`config.mk`:
```
export PLATFORM = sky130hd
export DESIGN_NAME = bpa_front
export DESIGN_NICKNAME = d
export VERILOG_FILES = /design/src/bpa_pkg.sv /design/src/bpa_front.sv
export SDC_FILE = /design/constraint.sdc
export NUM_CORES = 1
export LEC_CHECK = 0
export ABC_AREA = 1
export BUFFER_PORTS_ARGS = -buffer_cell sky130_fd_sc_hd__buf_2
export CORE_MARGIN = 1
export CORE_UTILIZATION = 36
export CTS_CLUSTER_DIAMETER = 120
export CTS_CLUSTER_SIZE = 24
export DETAILED_ROUTE_END_ITERATION = 8
export PLACE_DENSITY_LB_ADDON = 0.08
export SLEW_MARGIN = 5
export SYNTH_ARGS = -nofsm -noshare
export SYNTH_HDL_FRONTEND = slang
export SYNTH_SLANG_ARGS = --single-unit
export TNS_END_PERCENT = 30
```
`constraint.sdc`:
```
create_clock -name clk_i -period 6.55 [get_ports clk_i]
set_input_delay 0.9825 -clock clk_i [delete_from_list [all_inputs] [get_ports clk_i]]
set_output_delay 0.9825 -clock clk_i [all_outputs]
set_load 0.02 [all_outputs]
```
`src/bpa_pkg.sv`:
```
// ----------------------------------------------------------------------------
// bpa_pkg: shared types and constants for the blob principal-axis angle block
// Coordinate widths, accumulator widths, the CORDIC arctangent table and the
// state encodings used by the front and back parts.
// ----------------------------------------------------------------------------
`default_nettype none
package bpa_pkg;

  localparam int CoordBits  = 10;
  localparam int MaxPoints  = 65536;
  localparam int CountW     = 17;
  localparam int SumW       = 27;
  localparam int SqW        = 37;
  localparam int WideW      = 64;
  localparam int ZW         = 24;
  localparam int AngleW     = 14;
  localparam int CordicSteps = 16;
  localparam int StepW      = 4;
  localparam int QueueDepth = 2;

  localparam logic [ZW-1:0] QuarterTurn = ZW'(90 * 8192);
  localparam logic [ZW-1:0] HalfTurn    = ZW'(180 * 8192);
  localparam logic [ZW-1:0] FullTurn    = ZW'(360 * 8192);
  localparam logic [AngleW-1:0] AngleWrap = AngleW'(11520);

  // Accumulated moments of one finished blob.
  typedef struct packed {
    logic [CountW-1:0] count;
    logic [SumW-1:0]   sr;
    logic [SumW-1:0]   sc;
    logic [SqW-1:0]    srr;
    logic [SqW-1:0]    scc;
    logic [SqW-1:0]    src;
    logic              ovf;
  } moments_t;

  typedef enum logic [3:0] {
    S_IDLE, S_MUL1, S_MUL2, S_MUL3, S_DIFF, S_NORM, S_CORDIC, S_PLACE, S_OUT
  } back_state_e;

  // atan(2^-i) in 1/8192 degree.
  function automatic logic [ZW-1:0] atan_entry(input logic [StepW-1:0] i);
    logic [ZW-1:0] v;
    unique case (i)
      4'd0:  v = ZW'(368640);
      4'd1:  v = ZW'(217621);
      4'd2:  v = ZW'(114985);
      4'd3:  v = ZW'(58368);
      4'd4:  v = ZW'(29297);
      4'd5:  v = ZW'(14663);
      4'd6:  v = ZW'(7333);
      4'd7:  v = ZW'(3667);
      4'd8:  v = ZW'(1833);
      4'd9:  v = ZW'(917);
      4'd10: v = ZW'(458);
      4'd11: v = ZW'(229);
      4'd12: v = ZW'(115);
      4'd13: v = ZW'(57);
      4'd14: v = ZW'(29);
      default: v = ZW'(14);
    endcase
    return v;
  endfunction

endpackage
`default_nettype wire

```
`src/bpa_front.sv`:
```
// ----------------------------------------------------------------------------
// bpa_front: moment accumulator
// Takes one point per cycle while the queue is not full, updates count and sums,
// and on the last point pushes the finished moments into the queue and clears for the next blob.
// ----------------------------------------------------------------------------
`default_nettype none
module bpa_front (
  input  wire logic                          clk_i,
  input  wire logic                          rst_ni,
  input  wire logic                          in_valid,
  output logic                               in_ready,
  input  wire logic [9:0]                    point_row_i,
  input  wire logic [9:0]                    point_col_i,
  input  wire logic                          last_point_i,
  output logic                               push_o,
  output bpa_pkg::moments_t                  push_data_o,
  input  wire logic                          full_i
);
  import bpa_pkg::*;

  moments_t acc_q, acc_d;
  logic [CoordBits-1:0] r, c;
  logic fire, room;

  assign r = point_row_i[CoordBits-1:0];
  assign c = point_col_i[CoordBits-1:0];
  assign in_ready = !full_i;
  assign fire = in_valid && in_ready;
  assign room = acc_q.count < CountW'(MaxPoints);

  // Next moments including the current point.
  always_comb begin
    acc_d = acc_q;
    if (room) begin
      acc_d.count = acc_q.count + 1'b1;
      acc_d.sr  = acc_q.sr + SumW'(r);
      acc_d.sc  = acc_q.sc + SumW'(c);
      acc_d.srr = acc_q.srr + SqW'(r * r);
      acc_d.scc = acc_q.scc + SqW'(c * c);
      acc_d.src = acc_q.src + SqW'(r * c);
    end else begin
      acc_d.ovf = 1'b1;
    end
  end

  assign push_o = fire && last_point_i;
  assign push_data_o = acc_d;

  // Accumulators clear after each finished blob.
  always_ff @(posedge clk_i or negedge rst_ni) begin
    if (!rst_ni) begin
      acc_q <= '0;
    end else if (fire) begin
      acc_q <= last_point_i ? '0 : acc_d;
    end
  end

endmodule
`default_nettype wire

```
# ---- Yosys cells after proc, flatten, opt, wreduce, memory -nomap -nowiden
# Cells that the tools add are included.
dict set report word_totals {
  reg_bits 183
  input_bits 25
  elab_cells 23
}
dict set report classes {
  add_sub_neg 6
  mul 3
  order_cmp 1
  muxes 3
  n_reduce_logical 3
}
# op n
set ops {}
lappend ops {{2-to-1 mux 183 bit} 1}
lappend ops {{2-to-1 mux 182 bit} 1}
lappend ops {{adder 37 x 20 -> 37 bit} 3}
lappend ops {{multiplier 10 x 10 -> 20 bit} 3}
lappend ops {{adder 27 x 10 -> 27 bit} 2}
lappend ops {{adder 17 x 1 -> 17 bit, second input constant} 1}
lappend ops {{< comparator 17 bit, second input constant} 1}
lappend ops {{logical AND 1 bit} 2}
lappend ops {{logical NOT 1 bit} 1}
lappend ops {{2-to-1 mux 1 bit} 1}

# ---- Depth between registers and ports, before layout
dict set report depth {
  word_depth 4
  ltp_mapped 27
  ltp_nobuf 25
}

# ---- Least setup slack after synthesis
# No wires, ideal clock.
dict set report synth_path {
  path_kind {input to output}
  from {in point_col_i[3]}
  to {out push_data_o[14] (netlist bit)}
  t_arrival_ns 5.643
  required_time_ns 5.568
  slack_ns -0.076
  cell_stages 25
  cell_sequence {clkbuf_1 -> buf_1 -> nand2_1 -> fa_1 -> inv_1 -> fa_1 -> inv_1 -> fa_1 -> inv_1 -> fa_1 -> inv_1 -> fa_1 -> inv_1 -> ha_1 -> nand2_1 -> inv_1 -> nand2_1 -> nand2_1 -> a21oi_1 -> nor2_1 -> nor2_1 -> nand2_1 -> nand3_1 -> nand2_1 -> inv_1}
}
# element line_no
set synth_rtl {}
lappend synth_rtl {{start: declaration} bpa_front.sv:13} ;# input wire logic [9:0] point_col_i,
lappend synth_rtl {{end: declaration} bpa_front.sv:16} ;# output bpa_pkg::moments_t push_data_o,

==> flow_metrics.py <==
metrics = {
    "outcome": {
        "status": "complete, no violations",
    },
    "logic_synthesis": {
        "syn_area_mm2": 0.0253,
        "ys.flop_type": "sky130_fd_sc_hd__dfrtp_1",
        "synth_sequential_area_ratio": 0.181,
        "synth_cell_type_count": 49,
        "yosys_register_bits": 183,
        "synthesis.nets": 4330,
        "synthArstFlopShare": 1.00,
        "synth_enable_flop_cells": 0,
        "synth_cells": 3896,
        "synth.yosys.warnings": 0,
        "syn_avg_cell_area_um2": 6.49,
    },
    "clock_network": {
        "cts.reportedPaths.clkPinSlew_ns": 0.08,
        "tritoncts_num_sinks": 183,
        "tritoncts.num_buffers": 17,
        "clock_tree.htree_level_count": 4,
        "clock_latency_on_the_worst_skew_pair_ns": 0.51,
        "holdBufCountCts": 0,
        "clock_tree_buf_depth": 2,
        "root_buffer_cell": "sky130_fd_sc_hd__clkbuf_16",
        "cts_tree": "done",
    },
    "floorplan": {
        "placementRows": 96,
        "pin_count": 210,
        "floorplan.die_area_mm2": 0.0713,
        "fp.dieH_um": 267,
        "floorplan.initialDensity": 0.366,
        "fp.coreArea_mm2": 0.0691,
        "dieWidth_um": 267,
    },
    "drt": {
        "routed_wl_um": 82800,
        "route.antenna.remaining_nets": 0,
        "vias_per_cell": 4.66,
        "remaining_drc_errors": 0,
        "drt_first_iter_violations": 1156,
        "detail_route.first_pass.iterations": 5,
        "vias": 24400,
        "post_drt_wl_per_cell_um": 15.8,
    },
    "setup_path": {
        "critical_path.startpoint": "point_col_i[8]",
        "rr_startpoint": "acc_q[42]$_DFFE_PN0P_",
        "crit_path_max_fanout": 8,
        "worst_ep_required_time_ns": 5.57,
        "critical_path_class": "input pin to primary output",
        "critical_path_arrival_ns": 5.55,
        "r2r_cells": 29,
        "setup.worst_path.start_class": "input pin",
        "critPathCaptureType": "primary output",
    },
    "layout": {
        "flow.area_growth_from_synthesis_pct": 26.0,
        "largestRegisters": "acc_q x183",
        "max_flop_register": "acc_q",
        "ant_diodes": 0,
        "layout-drive-gt1-share": 0.215,
        "largest_reg_flops": 183,
        "filler_cell_count": 7302,
        "finish.net_count": 4720,
        "finalCoreUtilization": 0.461,
    },
    "timing": {
        "hold_slack_ns": 0.458,
        "fin_crit_ns": 6.53,
        "final-setup-viol-count": 0,
        "total_count_of_max_transition_violations_in_the_final_report": 0,
        "hold_viol": 0,
        "period_share": 0.997,
        "highest_clock_frequency_the_design_can_meet_mhz": 153,
        "worst_skew_ns": 0.0163,
        "grt_setup_unrepaired": "yes",
        "tns_ns": 0,
        "worstMarginPinSlew_ns": 1.12,
        "slew-limit-headroom": 0.251,
    },
    "global_route": {
        "grt_util_all_layers": 0.233,
        "number_of_antenna_violations_at_the_first_check_in_global_routing": 3,
        "grt_start_max_net_pins": 137,
        "grt_pass1_vias": 22700,
        "grt_first_pass_wirelength_um": 128000,
        "grt.overflow.total": 0,
    },
    "min_path": {
        "class_of_the_most_critical_hold_timing_path": "input pin to asynchronous set/reset pin",
    },
    "place": {
        "portBuffers": 209,
        "hpwl_um": 62400,
        "routabilityCongestion": 0.865,
    },
    "flow_run": {
        "reported_max_cap_violation_count": 0,
    },
}
-- repair_timing --
| item | CTS | global route |
|---|---|---|
| gates cloned | 1 | 1 |
| gates resized for setup | 173 | 385 |
| buffers inserted | 18 | 19 |
| pin swaps | 40 | 108 |
| endpoints found under the setup margin | 87 | 90 |
-- logic make-up after synthesis --
kind of cell    count (synthesis)  share of synthesized area
compound gates                245                     0.0548
xor+xnor                       28                    0.00970
fa+ha+maj                     409                      0.267
buf+inv                      1040                      0.156
flops                         183                      0.181
mux                             2                   0.000792
simple gates                 1989                      0.331
-- synthesized netlist by cell type, types with 2 or more instances --
| cell type | count | area share |
|---|---|---|
| sky130_fd_sc_hd__or2_2 | 15 | 0.0037 |
| sky130_fd_sc_hd__nor3_1 | 35 | 0.0069 |
| sky130_fd_sc_hd__buf_2 | 26 | 0.0051 |
| sky130_fd_sc_hd__inv_1 | 900 | 0.13 |
| sky130_fd_sc_hd__a31oi_1 | 2 | 0.00049 |
| sky130_fd_sc_hd__ha_1 | 193 | 0.096 |
| sky130_fd_sc_hd__o21ai_0 | 81 | 0.016 |
| sky130_fd_sc_hd__mux2i_1 | 2 | 0.00079 |
| sky130_fd_sc_hd__a22o_1 | 16 | 0.0055 |
| sky130_fd_sc_hd__xor2_1 | 21 | 0.0073 |
| sky130_fd_sc_hd__nor4_1 | 10 | 0.0025 |
| sky130_fd_sc_hd__or2_1 | 3 | 0.00074 |
| sky130_fd_sc_hd__a31o_2 | 2 | 0.00069 |
| sky130_fd_sc_hd__a21boi_1 | 3 | 0.00089 |
| sky130_fd_sc_hd__nor2_1 | 158 | 0.023 |
| sky130_fd_sc_hd__and2_1 | 26 | 0.0064 |
| sky130_fd_sc_hd__o22ai_1 | 14 | 0.0035 |
| sky130_fd_sc_hd__nor2_4 | 2 | 0.00089 |
| sky130_fd_sc_hd__xnor2_1 | 7 | 0.0024 |
| sky130_fd_sc_hd__nand3_2 | 10 | 0.0040 |
| sky130_fd_sc_hd__inv_2 | 25 | 0.0037 |
| sky130_fd_sc_hd__nand3b_1 | 19 | 0.0056 |
| sky130_fd_sc_hd__nor2_2 | 12 | 0.0030 |
| sky130_fd_sc_hd__nand3_1 | 258 | 0.051 |
| sky130_fd_sc_hd__dfrtp_1 | 183 | 0.18 |
| sky130_fd_sc_hd__buf_1 | 12 | 0.0018 |
| sky130_fd_sc_hd__o21bai_1 | 4 | 0.0012 |
| sky130_fd_sc_hd__o21ai_1 | 45 | 0.0089 |
| sky130_fd_sc_hd__clkbuf_1 | 74 | 0.011 |
| sky130_fd_sc_hd__nand2_2 | 7 | 0.0017 |
| sky130_fd_sc_hd__a21oi_1 | 59 | 0.012 |
| sky130_fd_sc_hd__nand4_1 | 46 | 0.011 |
| sky130_fd_sc_hd__nand2_1 | 1370 | 0.20 |
| sky130_fd_sc_hd__o211ai_1 | 7 | 0.0021 |
| sky130_fd_sc_hd__or2_0 | 7 | 0.0017 |
| sky130_fd_sc_hd__a21o_1 | 6 | 0.0018 |
| sky130_fd_sc_hd__nor3_2 | 9 | 0.0036 |
| sky130_fd_sc_hd__fa_1 | 216 | 0.17 |
-- worst max-delay path: stages --
cell and delay (ns):
sky130_fd_sc_hd__buf_12 0.12, sky130_fd_sc_hd__buf_12 0.15, sky130_fd_sc_hd__nand2_1 0.07, sky130_fd_sc_hd__inv_1 0.05, sky130_fd_sc_hd__fa_1 0.48, sky130_fd_sc_hd__fa_1 0.58
sky130_fd_sc_hd__fa_1 0.44, sky130_fd_sc_hd__fa_1 0.50, sky130_fd_sc_hd__inv_2 0.04, sky130_fd_sc_hd__fa_1 0.55, sky130_fd_sc_hd__inv_2 0.06, sky130_fd_sc_hd__ha_4 0.27
sky130_fd_sc_hd__buf_6 0.13, sky130_fd_sc_hd__nand2_2 0.06, sky130_fd_sc_hd__nand2_2 0.06, sky130_fd_sc_hd__buf_4 0.13, sky130_fd_sc_hd__a21oi_1 0.10, sky130_fd_sc_hd__nand2_1 0.09
sky130_fd_sc_hd__nand2_1 0.11, sky130_fd_sc_hd__nand3_1 0.08, sky130_fd_sc_hd__nand2_1 0.06, sky130_fd_sc_hd__nand3_1 0.11, sky130_fd_sc_hd__nand2_2 0.13, sky130_fd_sc_hd__buf_4 0.16
-- cell usage in the layout (no fill, tap or decap), types with 8 or more instances in the layout --
cell type                   instances
sky130_fd_sc_hd__nor2_2            21
sky130_fd_sc_hd__nand2_4           23
sky130_fd_sc_hd__nor3_1            32
sky130_fd_sc_hd__o22ai_1           14
sky130_fd_sc_hd__a22o_1            16
sky130_fd_sc_hd__a21oi_1           53
sky130_fd_sc_hd__clkbuf_16         18
sky130_fd_sc_hd__ha_1             165
sky130_fd_sc_hd__nor2_1           129
sky130_fd_sc_hd__and2_1            24
sky130_fd_sc_hd__buf_8             10
sky130_fd_sc_hd__nand3_2           33
sky130_fd_sc_hd__inv_2             63
sky130_fd_sc_hd__nand3_4           24
sky130_fd_sc_hd__o21ai_1           42
sky130_fd_sc_hd__nor3_2            11
sky130_fd_sc_hd__nand2_1         1226
sky130_fd_sc_hd__nand2_2          129
sky130_fd_sc_hd__o21ai_2           13
sky130_fd_sc_hd__buf_2            138
sky130_fd_sc_hd__ha_4              27
sky130_fd_sc_hd__fa_2               8
sky130_fd_sc_hd__o21ai_0           72
sky130_fd_sc_hd__xor2_1            21
sky130_fd_sc_hd__buf_12            14
sky130_fd_sc_hd__nand3_1          211
sky130_fd_sc_hd__nand3b_1          19
sky130_fd_sc_hd__nand4_1           46
sky130_fd_sc_hd__dfrtp_1          182
sky130_fd_sc_hd__nor2_4            22
sky130_fd_sc_hd__inv_1            859
sky130_fd_sc_hd__or2_2             15
sky130_fd_sc_hd__fa_1             208
sky130_fd_sc_hd__buf_4            271
sky130_fd_sc_hd__buf_6             49
sky130_fd_sc_hd__nor4_1            10
-- per-stage QoR --
step | setup WS [ns] | instances | cell area [um^2]
finish | 0.0168 | 5230 | 31900
global route | -0.160 | 5230 | 31900
CTS | -0.0276 | 5210 | 30400
detailed placement | -0.549 | 5159 | 28900
global placement | -0.546 | 5159 | 28900
floorplan | -0.00892 | 3896 | 25300
-- layout make-up --
| cell class | count | area [um^2] | area share |
|---|---|---|---|
| well taps | 931 | 1160 | 0.0366 |
| clock buffers | 17 | 425 | 0.0134 |
| clock inverters | 15 | 158 | 0.00495 |
| inverters | 926 | 3490 | 0.109 |
| multi-input cells | 2673 | 18300 | 0.574 |
| flip-flops and latches | 183 | 4580 | 0.144 |
| repair buffers | 485 | 3770 | 0.118 |
-- routing by layer --
layer  track usage  wire, um  up-vias  share of wire
met5             0        13        -        0.00016
met4        0.0455      1090        2          0.013
met3        0.0352      3670       53          0.044
met2         0.358     36900      388           0.45
met1         0.343     41200    11500           0.50
li1              -         -    12500              -
-- worst paths after layout --
check,endpoint,slack (ns)
hold reg to reg,acc_q[19]$_DFFE_PN0P_,0.48
setup reg to reg,acc_q[71]$_DFFE_PN0P_,1.54
max in group asynchronous,acc_q[182]$_DFFE_PN0P_,4.65
setup / recovery,push_data_o[22],0.02
min in group clk_i,acc_q[19]$_DFFE_PN0P_,0.48
hold / removal,acc_q[73]$_DFFE_PN0P_,0.46
Power is left out: the tool's default activity adds up to more than one toggle a clock period on the data nets, which glitch-free logic cannot reach.
