===== src/bpa_pkg.sv =====
// ----------------------------------------------------------------------------
// bpa_pkg: shared types and constants for the blob principal-axis angle block
// Coordinate widths, accumulator widths, the CORDIC arctangent table and the
// state encodings used by the front and back parts.
// ----------------------------------------------------------------------------
`default_nettype none
package bpa_pkg;

  localparam int CoordBits  = 10;
  localparam int MaxPoints  = 65536;
  localparam int CountW     = 17;
  localparam int SumW       = 27;
  localparam int SqW        = 37;
  localparam int WideW      = 64;
  localparam int ZW         = 24;
  localparam int AngleW     = 14;
  localparam int CordicSteps = 16;
  localparam int StepW      = 4;
  localparam int QueueDepth = 2;

  localparam logic [ZW-1:0] QuarterTurn = ZW'(90 * 8192);
  localparam logic [ZW-1:0] HalfTurn    = ZW'(180 * 8192);
  localparam logic [ZW-1:0] FullTurn    = ZW'(360 * 8192);
  localparam logic [AngleW-1:0] AngleWrap = AngleW'(11520);

  // Accumulated moments of one finished blob.
  typedef struct packed {
    logic [CountW-1:0] count;
    logic [SumW-1:0]   sr;
    logic [SumW-1:0]   sc;
    logic [SqW-1:0]    srr;
    logic [SqW-1:0]    scc;
    logic [SqW-1:0]    src;
    logic              ovf;
  } moments_t;

  typedef enum logic [3:0] {
    S_IDLE, S_MUL1, S_MUL2, S_MUL3, S_DIFF, S_NORM, S_CORDIC, S_PLACE, S_OUT
  } back_state_e;

  // atan(2^-i) in 1/8192 degree.
  function automatic logic [ZW-1:0] atan_entry(input logic [StepW-1:0] i);
    logic [ZW-1:0] v;
    unique case (i)
      4'd0:  v = ZW'(368640);
      4'd1:  v = ZW'(217621);
      4'd2:  v = ZW'(114985);
      4'd3:  v = ZW'(58368);
      4'd4:  v = ZW'(29297);
      4'd5:  v = ZW'(14663);
      4'd6:  v = ZW'(7333);
      4'd7:  v = ZW'(3667);
      4'd8:  v = ZW'(1833);
      4'd9:  v = ZW'(917);
      4'd10: v = ZW'(458);
      4'd11: v = ZW'(229);
      4'd12: v = ZW'(115);
      4'd13: v = ZW'(57);
      4'd14: v = ZW'(29);
      default: v = ZW'(14);
    endcase
    return v;
  endfunction

endpackage
`default_nettype wire


===== src/bpa_queue.sv =====
// ----------------------------------------------------------------------------
// bpa_queue: short FIFO of finished blob moments
// Decouples the accumulator from the angle engine.
// ----------------------------------------------------------------------------
`default_nettype none
module bpa_queue (
  input  wire logic              clk_i,
  input  wire logic              rst_ni,
  input  wire logic              push_i,
  input  wire bpa_pkg::moments_t push_data_i,
  output logic                   full_o,
  input  wire logic              pop_i,
  output logic                   empty_o,
  output bpa_pkg::moments_t      pop_data_o
);
  import bpa_pkg::*;

  moments_t mem_q [QueueDepth];
  logic wr_q, rd_q;
  logic [1:0] cnt_q;

  assign full_o = cnt_q == 2'(QueueDepth);
  assign empty_o = cnt_q == 2'd0;
  assign pop_data_o = mem_q[rd_q];

  // Storage.
  always_ff @(posedge clk_i) begin
    if (push_i) mem_q[wr_q] <= push_data_i;
  end

  // Pointers and fill level.
  always_ff @(posedge clk_i or negedge rst_ni) begin
    if (!rst_ni) begin
      wr_q <= 1'b0;
      rd_q <= 1'b0;
      cnt_q <= '0;
    end else begin
      if (push_i) wr_q <= !wr_q;
      if (pop_i) rd_q <= !rd_q;
      cnt_q <= cnt_q + 2'(push_i) - 2'(pop_i);
    end
  end

endmodule
`default_nettype wire


===== config.mk =====
export PLATFORM = sky130hd
export DESIGN_NAME = bpa_queue
export DESIGN_NICKNAME = d
export VERILOG_FILES = /design/src/bpa_pkg.sv /design/src/bpa_queue.sv
export SDC_FILE = /design/constraint.sdc
export NUM_CORES = 1
export LEC_CHECK = 0
export BUFFER_PORTS_ARGS = -buffer_cell sky130_fd_sc_hd__buf_2
export CORE_AREA = 5 5 170 172
export DETAILED_ROUTE_END_ITERATION = 6
export DIE_AREA = 0 0 175 177
export GPL_TIMING_DRIVEN = 0
export PLACE_DENSITY = 0.77
export REMOVE_ABC_BUFFERS = 1
export SYNTH_ARGS = -nofsm -noshare
export SYNTH_HDL_FRONTEND = slang
export SYNTH_SLANG_ARGS = --single-unit

===== constraint.sdc =====
create_clock -name clk_i -period 21.5 [get_ports clk_i]
set_input_delay 5.375 -clock clk_i [delete_from_list [all_inputs] [get_ports clk_i]]
set_output_delay 5.375 -clock clk_i [all_outputs]
set_load 0.02 [all_outputs]

Yosys cells after proc, flatten, opt, wreduce, memory -nomap -nowiden
Memory sizes are Yosys's and may differ from the RTL's.
Cells that the tools add are included.
{"block": "word_totals", "reg_bits": 4, "latchBits": 0, "ramBits": 366, "rom_bits": 0, "input_bits": 187, "out_inout_bits": 185, "wordCells": 12, "n_memories": 1}
{"block": "classes", "n_addsub": 2, "n_mul": 0, "div": 0, "magnitude_cmp": 0, "n_eq_ne": 1, "n_shift": 0, "mux": 2, "bitwise_logic": 0, "reduce_logical": 3}
{"memory": "mem_q", "words": 2, "width": 183, "read_ports": 1, "rd_ports_with_merged_regs": 0, "wr": 1, "line_no": "bpa_queue.sv:18", "source": "moments_t mem_q [QueueDepth];"}
{"cell": "$add A2 B1 Y2", "count": 1}
{"cell": "$eq A2 B2 Y1 const B", "count": 1}
{"cell": "$logic_not A1 Y1", "count": 2}
{"cell": "$logic_not A2 Y1", "count": 1}
{"cell": "$mux W1", "count": 2}
{"cell": "$sub A2 B1 Y2", "count": 1}

Logic depth before layout (Yosys ltp)
Gate-level depths: netlist of the first run.
{"block": "logic_depth", "word_depth": 2, "mapped_depth": 5, "ltp_nobuf": 5}

Worst setup path after synthesis of the first run
No wires, ideal clock.
{"block": "synth_timing", "path_kind": "in2reg", "startpoint": "in push_i", "endpoint": "mem mem_q[0][0] (netlist bit) (enable)", "setup_time_ns": 0.751, "t_arrival_ns": 13.272, "required_time_ns": 20.749, "setup_slack_ns": 7.477, "cell_stages": 1, "n_path_buf": 0, "cell_sequence": "nor2b_1"}
{"block": "synth_via", "elab_chain_len": 2}
{"element": "start: declaration", "line_no": "bpa_queue.sv:9", "source": "input wire logic push_i,"}
{"element": "$mux W1", "line_no": "bpa_queue.sv:28", "source": "if (push_i) mem_q[wr_q] <= push_data_i;"}
{"element": "$mux W1 (implied by the code)", "line_no": "bpa_queue.sv:28"}
{"element": "end: declaration", "line_no": "bpa_queue.sv:18"}
Every way passes these cells.

==> flow_summary_export.csv, run 1 <==
group,metric,value,unit
route,drc,0,
clock_tree,post_cts_buffers,0,
timing,fin_crit_sh,36.4,%
critical_path,crit_buf_inv,2,
clock_tree,path_clk_slew,50,ps
pwr,peakVddDrop,0.109,mV
cells_and_area,multiInputGateArea,2160,um2
clock_tree,cts_sinks,370,
timing,fmax,128,MHz
synthesis,avgSynthCellArea,23.0,um2
synthesis,ys_warn_count,0,
clock_tree,cts-root-buf,"clkbuf_16",
cells_and_area,final_cell_mix,"buf_2 (371), edfxtp_1 (366), mux2_2 (183)",
global_route,grt_pass1_vias,7660,
place,dpl_cell_area,15800,um2
route,drtIter0Drc,374,
floorplanning,die_h,177,um
critical_path,critPathRequiredTime,16120,ps
clock_tree,cts_buffers,39,
timing,setup_tns,0,ps
floorplanning,start_util,49.1,%
floorplanning,pin_count,372,
critical_path,crit_fanout,66,
critical_path,startpoint,"rd_q",
synthesis,netlist_instances,584,
global_route,grt_use_total,16.9,%
global_route,grt_first_pass_wirelength,40800,um
synthesis,netlist.area_leader.share,81.9,%
cells_and_area,fin_area,17000,um2
critical_path,cp_slowest_stage_delay,950,ps
critical_path,r2r_start,"wr_q",
clock_tree,cts_hold_buf,0,
floorplanning,die_area,31000,um2
route,vias,6902,
route,drt-total-wl,26800,um
timing,timing.final.crit_period,7840,ps
cells_and_area,final_nets,1177,
timing,slew_violations,0,
timing,hold_violations,0,
critical_path,slowest_stage,"dfrtp_4",
flow_run,max_cap_violations,0,
route,routedWlPerCell,19.6,um
critical_path,cp_cell_sequence,"buf_16 -> mux2_2 -> buf_2",
pwr,pwr_density_cell,138,nW/um2
synthesis,yosys.area.top_type,"edfxtp_1",
timing,setup_viol,0,
critical_path,crit_family,"flip-flops",
critical_path,worstSetupPathType,"register to primary output",
place,port_buffers,371,
cells_and_area,layout_commonest_cell,"buf_2",
clock_tree,clockBufferDepth,3,
route,drt_pass1_iterations,4,
cells_and_area,layout-drive-gt1-share,61.1,%
global_route,grt_max_degree,67,
timing,worstMarginPinSlew,796,ps
synthesis,synth_cell_type_count,13,
cells_and_area,fillers,1960,
floorplanning,core.rowCount,61,
global_route,antenna_found_initial,10,
critical_path,critPathLaunchType,"register",
critical_path,end_kind,"primary output",
cells_and_area,seq_area,11100,um2
synthesis,ys_seq_elements,370,
pwr,p_leak,6.42,nW
synthesis,syn_area,13400,um2
timing,rsz0062_at_grt,"false",
clock_tree,cts_tree,"yes",
floorplanning,coreArea,27300,um2
timing,skew,15.0,ps
clock_tree,insertion_delay,510,ps
synthesis,yosysSeqAreaShare,82.7,%
synthesis,synth_area_leaders,"edfxtp_1 (82%), mux2_2 (15%), dfrtp_1 (0.75%)",
place,gp_congestion,0.737,
route,viasPerCell,5.04,
run_status,outcome,"finished, final reports clean",
worst_hold_path,hold_path_class,"register to register",
clock_tree,htree_levels,2,
worst_hold_path,worstHoldStart,"wr_q",
place,detailed_place_hpwl,18700,um
global_route,gr-total-overflow,0,
floorplanning,fp.dieW,175,um
route,drt.antenna.violating_nets,0,
critical_path,cp.arrival,2460,ps
cells_and_area,area_growth,26.9,%
clock_tree,cts_resized,0,
timing,relSlewSlack,46.9,%
routing by layer:
metal | wire length, um | GRT usage (%) | share of wire (%) | up-vias
met4 | 954 | 7.66 | 3.6 | 6
li1 | - | - | - | 3164
met1 | 9220 | 18.0 | 34 | 3356
met2 | 14100 | 30.1 | 52 | 303
met5 | 45 | 0 | 0.17 | -
met3 | 2540 | 6.34 | 9.4 | 73
where the power goes:
part	internal (W)	total, W	switching, W
clock	0.000353	0.000608	0.000255
combinational	0.000303	0.000743	0.000440
sequential	0.000955	0.00101	0.0000499
total	0.00161	0.00236	0.000745
cells in the mapped netlist (all sizes together):
library cell	instances
edfxtp	366
mux2	183
buf	20
dfrtp	4
ha	2
inv	2
nor2b	2
xor2	2
and2	1
nor2	1
xor3	1
state kept, by name, indices dropped and copies added (netlist names):
signal	cells
mem_q	366
rd_q	1
cnt_q	2
wr_q	1
cell families (layout without fill, tap and decap cells):
group                      Yosys count  in the layout  share of synthesized area, %
other                                0              6                             0
xor gates and xnor gates             3              3                         0.308
muxes                              183            183                          15.4
and+or+nand+nor                      4              4                         0.168
adders and majority gates            2              2                         0.187
buffers and inverters               22            455                          1.31
DFF                                370            370                          82.7
path summary, 6_finish.rpt:
check                                      end  slack, ps  cells after the start
worst max-delay path            pop_data_o[29]      13660                      3
worst min-delay path                      wr_q        560                      1
worst max register to register    mem_q[0][82]      19230                      5
worst min register to register            wr_q        560                      1
max in group asynchronous                 rd_q      16690                      1
min in group asynchronous             cnt_q[1]       4660                      1
through the flow:
step	worst slack, ps	hold WS (ps)	utilization, %	cells	total power, W
floorplan	7480	455	-	564	0.00155
global placement	2580	469	56.9	1281	0.00186
detailed placement	14070	552	58.0	1293	0.00178
CTS	13600	561	62.3	1363	0.00239
global route	13560	577	62.3	1369	0.00247
finish	13660	560	62.3	1369	0.00236
layout make-up:
cell class / instances / area share (%)
diodes: 6 / 0.0882
clock buffers: 49 / 6.08
clock inverters: 21 / 0.816
inverters: 2 / 0.0441
multi-input cells: 192 / 12.7
flip-flops and latches: 370 / 65.2
well taps: 346 / 2.54
repair buffers: 383 / 12.6
No activity file was read; power rests on OpenSTA's default activity.
==> run 2, diff against run 1 <==
--- a/config.mk
+++ b/config.mk
@@ -5,10 +5,11 @@
 export SDC_FILE = /design/constraint.sdc
 export NUM_CORES = 1
 export LEC_CHECK = 0
+export ABC_AREA = 1
 export BUFFER_PORTS_ARGS = -buffer_cell sky130_fd_sc_hd__buf_2
-export CORE_AREA = 5 5 170 172
+export CORE_AREA = 5 5 180 182
 export DETAILED_ROUTE_END_ITERATION = 6
-export DIE_AREA = 0 0 175 177
+export DIE_AREA = 0 0 185 187
 export GPL_TIMING_DRIVEN = 0
 export PLACE_DENSITY = 0.77
 export REMOVE_ABC_BUFFERS = 1
==> constraint.sdc (replaced) <==
create_clock -name clk_i -period 6.96 [get_ports clk_i]
set_input_delay 1.74 -clock clk_i [delete_from_list [all_inputs] [get_ports clk_i]]
set_output_delay 1.74 -clock clk_i [all_outputs]
set_load 0.02 [all_outputs]
==> run 2 against run 1 <==
Flip-flop and latch count unchanged. Worst setup slack worse by 11000 ps. Critical path depth grew 3. Sequential share of layout area shrank 3.4 points. Final cell count up 31%. Routed wire length increased by 9.8%. Die area is 12% higher. Area after synthesis rose by 7.9%. Core utilization is 3.3 points lower. Register-to-register slack lost 14000 ps. Power rose to 3.4 times the previous value. First-iteration DRC count grew 7.5%. Critical path type unchanged. Critical endpoint is now pop_data_o[105]. Largest cell class unchanged.
==> flow_summary_export.csv, run 2 <==
group,metric,value,unit
critical_path,critPathLaunchType,"register",
synthesis,ys_warn_count,0,
critical_path,crit_fanout,74,
pwr,p_leak,7.63,nW
worst_hold_path,holdPathStages,1,
pwr,pwr_density_cell,441,nW/um2
cells_and_area,largestRegisters,"mem_q x366, cnt_q x2",
clock_tree,cts_tree,"yes",
critical_path,critPathRequiredTime,5220,ps
clock_tree,htree_levels,2,
synthesis,ys.flop_type,"edfxtp_1",
clock_tree,cts-root-buf,"clkbuf_16",
place,detailed_place_hpwl,20400,um
timing,whs,566,ps
synthesis,synth_compound_area_share,10.2,%
synthesis,synthSimpleGateAreaFrac,5.01,%
timing,fin_ws,2500,ps
pwr,p_comb_share,36.3,%
timing,skew,5.79,ps
pwr,peakVddDrop,0.332,mV
synthesis,netlist_instances,981,
floorplanning,pin_count,372,
cells_and_area,area_growth,24.0,%
route,drt_pass1_iterations,5,
global_route,grt_max_degree,111,
place,port_buffers,371,
synthesis,synth_xor_area_share,0.121,%
timing,slew_violations,0,
global_route,gr-total-overflow,0,
timing,fmax,224,MHz
synthesis,synth_common_cells,"edfxtp_1 (366), inv_1 (190), nand2_1 (189), o21ai_2 (150), buf_6 (33)",
clock_tree,post_cts_buffers,0,
timing,hold_violations,0,
timing,worstMarginPinSlew,701,ps
global_route,grt_use_total,16.6,%
critical_path,worstSetupPathType,"register to primary output",
synthesis,avgSynthCellArea,14.8,um2
pwr,pwr-share-seq,39.0,%
cells_and_area,layout_commonest_cell,"buf_2",
clock_tree,cts_resized,0,
route,routedWlPerCell,16.5,um
floorplanning,coreArea,30400,um2
cells_and_area,regMostFlops,"mem_q",
synthesis,synth_area_leaders,"edfxtp_1 (76%), o21ai_2 (9.1%), inv_1 (4.9%)",
synthesis,ys_seq_elements,370,
synthesis,synthAdderAreaFrac,0.173,%
clock_tree,path_clk_slew,60,ps
timing,setup_viol,0,
route,drc,0,
route,drt.antenna.violating_nets,0,
flow_run,max_cap_violations,0,
timing,setup_tns,0,ps
floorplanning,start_util,47.6,%
synthesis,async_flop_share,1.08,%
critical_path,cp.arrival,2720,ps
synthesis,syn_area,14500,um2
pwr,p_switching,0.00291,W
synthesis,muxShareOfSynthArea,0,%
synthesis,yosys.area.top_type,"edfxtp_1",
route,drt-total-wl,29500,um
pwr,swShare,36.7,%
place,dpl_cell_area,16700,um2
route,drtIter0Drc,402,
critical_path,end_kind,"primary output",
global_route,antenna_found_initial,10,
synthesis,synth_top_family_by_area,"compound AO/OA/AOI/OAI gates",
timing,fin_crit_sh,64.1,%
clock_tree,cts_sinks,370,
cells_and_area,fin_area,18000,um2
clock_tree,cts_hold_buf,0,
cells_and_area,largest_reg_flops,366,
pwr,p_int,0.00501,W
clock_tree,insertion_delay,500,ps
synthesis,synth_cell_type_count,16,
synthesis,yosysMostFrequentCell,"edfxtp_1",
place,gp_congestion,0.754,
timing,rsz0062_at_grt,"false",
floorplanning,core.rowCount,64,
clock_tree,clockBufferDepth,3,
floorplanning,die_h,187,um
synthesis,synth_edf_count,366,
pwr,pwr-share-clk,24.7,%
timing,relSlewSlack,53.2,%
place,pre_cts_ws,2930,ps
critical_path,worstRegToRegCells,4,
route,vias,8532,
run_status,outcome,"finished, final reports clean",
global_route,grt_pass1_vias,8745,
floorplanning,die_area,34600,um2
route,viasPerCell,4.76,
cells_and_area,final_nets,1554,
synthesis,yosysSeqAreaShare,76.6,%
global_route,grt_first_pass_wirelength,45800,um
floorplanning,fp.dieW,185,um
timing,timing.final.crit_period,4460,ps
cells_and_area,final_cell_mix,"buf_2 (371), edfxtp_1 (366), inv_1 (189), nand2_1 (189), o21ai_2 (150)",
clock_tree,cts_buffers,39,
synthesis,netlist.area_leader.share,75.9,%
cells_and_area,layout-drive-gt1-share,42.4,%
cells_and_area,fillers,2379,
worst_hold_path,hold_path_class,"register to register",
[run 2: changes by cell type after synthesis, sizes merged]
cell    change
nand2     +189
buf        +20
mux2      -183
nor2        +2
clkbuf      +1
and2        -1
nand3       +1
o21ai     +183
nor2b       -2
xor3        -1
inv       +188
[run 2: per-stage QoR]
step | cells | utilization, % | total power [W]
2_1_floorplan | 940 | - | 0.00509
3_3_place_gp | 1707 | 53.9 | 0.00564
3_5_place_dp | 1720 | 55.0 | 0.00607
4_1_cts | 1787 | 59.0 | 0.00805
5_1_grt | 1791 | 59.0 | 0.00835
6_report | 1791 | 59.0 | 0.00792
[run 2: critical path: stages, from the launching register on]
cell and delay, ps:
dfrtp_4 730, buf_16 340, buf_16 310, buf_16 330
nand2_1 130, o21ai_2 70, buf_2 190
[run 2: cells by family (layout without fill, tap and decap cells)]
group,count (synthesis),after routing
AOI/OAI and AO/OA,183,183
xor gates and xnor gates,2,2
adders and majority gates,2,2
buffers and inverters,231,641
DFF,370,370
other,0,4
and+or+nand+nor,193,193
[run 2: path summary, 6_finish.rpt]
path | start | endpoint | slack (ps)
worst max-delay path | rd_q | pop_data_o[105] | 2500
worst min-delay path | wr_q | wr_q | 570
worst max register to register | wr_q | mem_q[0][161] | 4890
worst min register to register | wr_q | wr_q | 570
max in group asynchronous | rst_ni | rd_q | 5780
min in group asynchronous | rst_ni | wr_q | 1030
[run 2: power by group through the flow]
| stage | registers (W) | logic (W) | clock network (W) |
|---|---|---|---|
| final | 0.00309 | 0.00288 | 0.00196 |
| after global routing | 0.00313 | 0.00311 | 0.00212 |
| after CTS | 0.00309 | 0.00294 | 0.00202 |
| after detailed placement | 0.00314 | 0.00293 | 0 |
| after global placement | 0.00351 | 0.00213 | 0 |
| after floorplan | 0.00343 | 0.00166 | 0 |
[run 2: per-layer routing]
metal / vias up / global-route usage, % / part of all wire (%)
met5: - / 0 / 0.27
met4: 12 / 6.21 / 3.8
met3: 83 / 5.64 / 9.1
met2: 282 / 29.1 / 51
met1: 3998 / 18.8 / 36
li1: 4157 / - / -
[run 2: layout make-up]
type,count,area [um2],share of cell area [%]
flip-flops and latches,370,11100,61.8
multi-input cells,380,2250,12.6
repair buffers,384,2180,12.1
clock buffers,53,1080,6.02
inverters,190,721,4.01
well taps,396,495,2.76
clock inverters,14,130,0.724
diodes,4,10.0,0.0557
==> run 3, diff against run 2 <==
--- a/config.mk
+++ b/config.mk
@@ -7,11 +7,11 @@
 export LEC_CHECK = 0
 export ABC_AREA = 1
 export BUFFER_PORTS_ARGS = -buffer_cell sky130_fd_sc_hd__buf_2
-export CORE_AREA = 5 5 180 182
+export CORE_AREA = 5 5 177 179
 export DETAILED_ROUTE_END_ITERATION = 6
-export DIE_AREA = 0 0 185 187
+export DIE_AREA = 0 0 182 184
 export GPL_TIMING_DRIVEN = 0
-export PLACE_DENSITY = 0.77
+export PLACE_DENSITY = 0.76
 export REMOVE_ABC_BUFFERS = 1
 export SYNTH_ARGS = -nofsm -noshare
 export SYNTH_HDL_FRONTEND = slang
==> constraint.sdc (replaced) <==
create_clock -name clk_i -period 4.2 [get_ports clk_i]
set_input_delay 1.05 -clock clk_i [delete_from_list [all_inputs] [get_ports clk_i]]
set_output_delay 1.05 -clock clk_i [all_outputs]
set_load 0.02 [all_outputs]
==> run 3 against run 2 <==
Clock-buffer cell count shrank 1. Routed wire length shrank 0.95%. First-iteration DRC count shrank 8.7%. Clock skew grew 6.8 ps. Hold slack lost 220 ps. Non-clock buffer count shrank 1. Register-to-register slack lost 2700 ps. Flip-flop and latch count is the same. Final cell count shrank 0.61%. Combinational power grew 66%. Power grew 64%. Sequential share of layout area grew 0.30 points.
==> flow_summary_export.csv, run 3 (same netlist as run 2, synthesis figures left out) <==
group,metric,value,unit
worst_hold_path,hold_path_class,"input port to asynchronous set/reset pin",
run_status,outcome,"finished, final reports clean",
route,drc,0,
place,gp_congestion,0.777,
global_route,antenna_found_initial,5,
clock_tree,post_cts_buffers,0,
critical_path,end_kind,"primary output",
timing,hold_violations,0,
floorplanning,die_area,33500,um2
cells_and_area,fillers,2249,
cells_and_area,regMostFlops,"mem_q",
timing,setup_viol,0,
critical_path,cpMostUsedCell,"buf_16",
global_route,grt_use_total,17.1,%
place,place_inst,1713,
floorplanning,start_util,49.3,%
critical_path,crit_buf_inv,3,
floorplanning,pin_count,372,
clock_tree,cts_tree,"yes",
floorplanning,core.rowCount,63,
route,drt-total-wl,29200,um
route,drt.antenna.violating_nets,0,
route,routedWlPerCell,16.4,um
critical_path,slowest_stage,"dfrtp_4",
floorplanning,die_h,184,um
clock_tree,cts_sinks,370,
route,viasPerCell,4.74,
global_route,gr-total-overflow,0,
critical_path,crit_fanout,70,
timing,worstMarginPinSlew,910,ps
clock_tree,clockBufferDepth,3,
critical_path,critPathRequiredTime,3150,ps
critical_path,r2r_slack,2200,ps
clock_tree,cts_buffers,38,
pwr,peakVddDrop,0.471,mV
cells_and_area,final_cell_mix,"buf_2 (371), edfxtp_1 (366), inv_1 (189), nand2_1 (189), o21ai_2 (150)",
timing,fin_crit_sh,79.7,%
floorplanning,coreArea,29400,um2
clock_tree,cts_hold_buf,0,
cells_and_area,final_nets,1552,
place,port_buffers,371,
clock_tree,cts_resized,0,
global_route,grt_first_pass_wirelength,45400,um
cells_and_area,fin_util,60.8,%
pwr,p_leak,7.59,nW
timing,fmax,299,MHz
flow_run,max_cap_violations,0,
critical_path,worstSetupPathType,"register to primary output",
route,drt_pass1_iterations,4,
timing,timing.final.crit_period,3350,ps
cells_and_area,largest_reg_flops,366,
clock_tree,htree_levels,2,
pwr,pwr_density_cell,728,nW/um2
clock_tree,insertion_delay,510,ps
timing,skew,12.6,ps
route,drtIter0Drc,367,
critical_path,cp.arrival,2300,ps
place,dpl_cell_area,16700,um2
critical_path,cp_cell_sequence,"buf_16 -> buf_16 -> nand2_1 -> o21ai_2 -> buf_2",
cells_and_area,antennaDiodeCount,0,
critical_path,critPathLaunchType,"register",
floorplanning,fp.dieW,182,um
cells_and_area,instances_no_fill,1780,
clock_tree,path_clk_slew,50,ps
global_route,grt_pass1_vias,8653,
critical_path,cp_slowest_stage_delay,630,ps
cells_and_area,largestRegisters,"mem_q x366, cnt_q x2",
cells_and_area,layout_commonest_cell,"buf_2",
global_route,grt_max_degree,121,
critical_path,crit_family,"buffers and inverters",
route,vias,8431,
cells_and_area,layout-drive-gt1-share,42.2,%
cells_and_area,fin_area,17900,um2
timing,relSlewSlack,39.2,%
timing,slew_violations,0,
timing,rsz0062_at_grt,"false",
clock_tree,cts-root-buf,"clkbuf_16",
place,detailed_place_hpwl,20400,um
cells_and_area,area_growth,23.4,%
==> run 3: cell count changes in the layout (fill, tap and decap cells not counted), sizes merged <==
cell / change
diode: -4
buf: -1
clkinv: +1
clkbuf: -1
==> run 3: worst paths after layout <==
check / start / endpoint / cells after the start
max in group asynchronous: rst_ni / rd_q / 1
hold reg to reg: wr_q / wr_q / 1
setup reg to reg: wr_q / mem_q[0][4] / 3
min in group clk_i: wr_q / wr_q / 1
hold / removal: rst_ni / rd_q / 1
setup / recovery: rd_q / pop_data_o[151] / 5
==> run 3: per-layer routing <==
metal / vias up / routed length [um] / track usage [%]
li1: 4131 / - / -
met1: 3945 / 10600 / 19.7
met2: 287 / 15000 / 30.1
met3: 60 / 2730 / 6.11
met4: 8 / 828 / 5.37
met5: - / 48 / 0
==> run 3: stage by stage <==
stage | hold WS, ps | setup TNS (ps) | worst slack, ps | power, W
after detailed placement | 537 | 0 | 1340 | 0.0100
after floorplan | 463 | -2203440 | -7060 | 0.00755
final | 345 | 0 | 852 | 0.0130
after global placement | 477 | -3957010 | -10130 | 0.00805
after global routing | 320 | 0 | 670 | 0.0138
after CTS | 323 | 0 | 766 | 0.0132
==> run 3: cell type report <==
class | instances | area, um2 | area share, %
timing repair buffer | 383 | 2150 | 12.0
inverter | 190 | 721 | 4.03
tap | 390 | 488 | 2.73
sequential | 370 | 11100 | 62.1
multi-input combinational | 380 | 2250 | 12.6
clock inverter | 15 | 134 | 0.749
clock buffer | 52 | 1030 | 5.79
==> run 3: report_power, final <==
group / leakage [nW] / total [W] / switching [W] / internal, W
Sequential: 3.48 / 0.00509 / 0.000197 / 0.00490
Clock: 0.569 / 0.00315 / 0.00130 / 0.00185
Combinational: 3.54 / 0.00477 / 0.00330 / 0.00147
Total: 7.59 / 0.0130 / 0.00479 / 0.00822
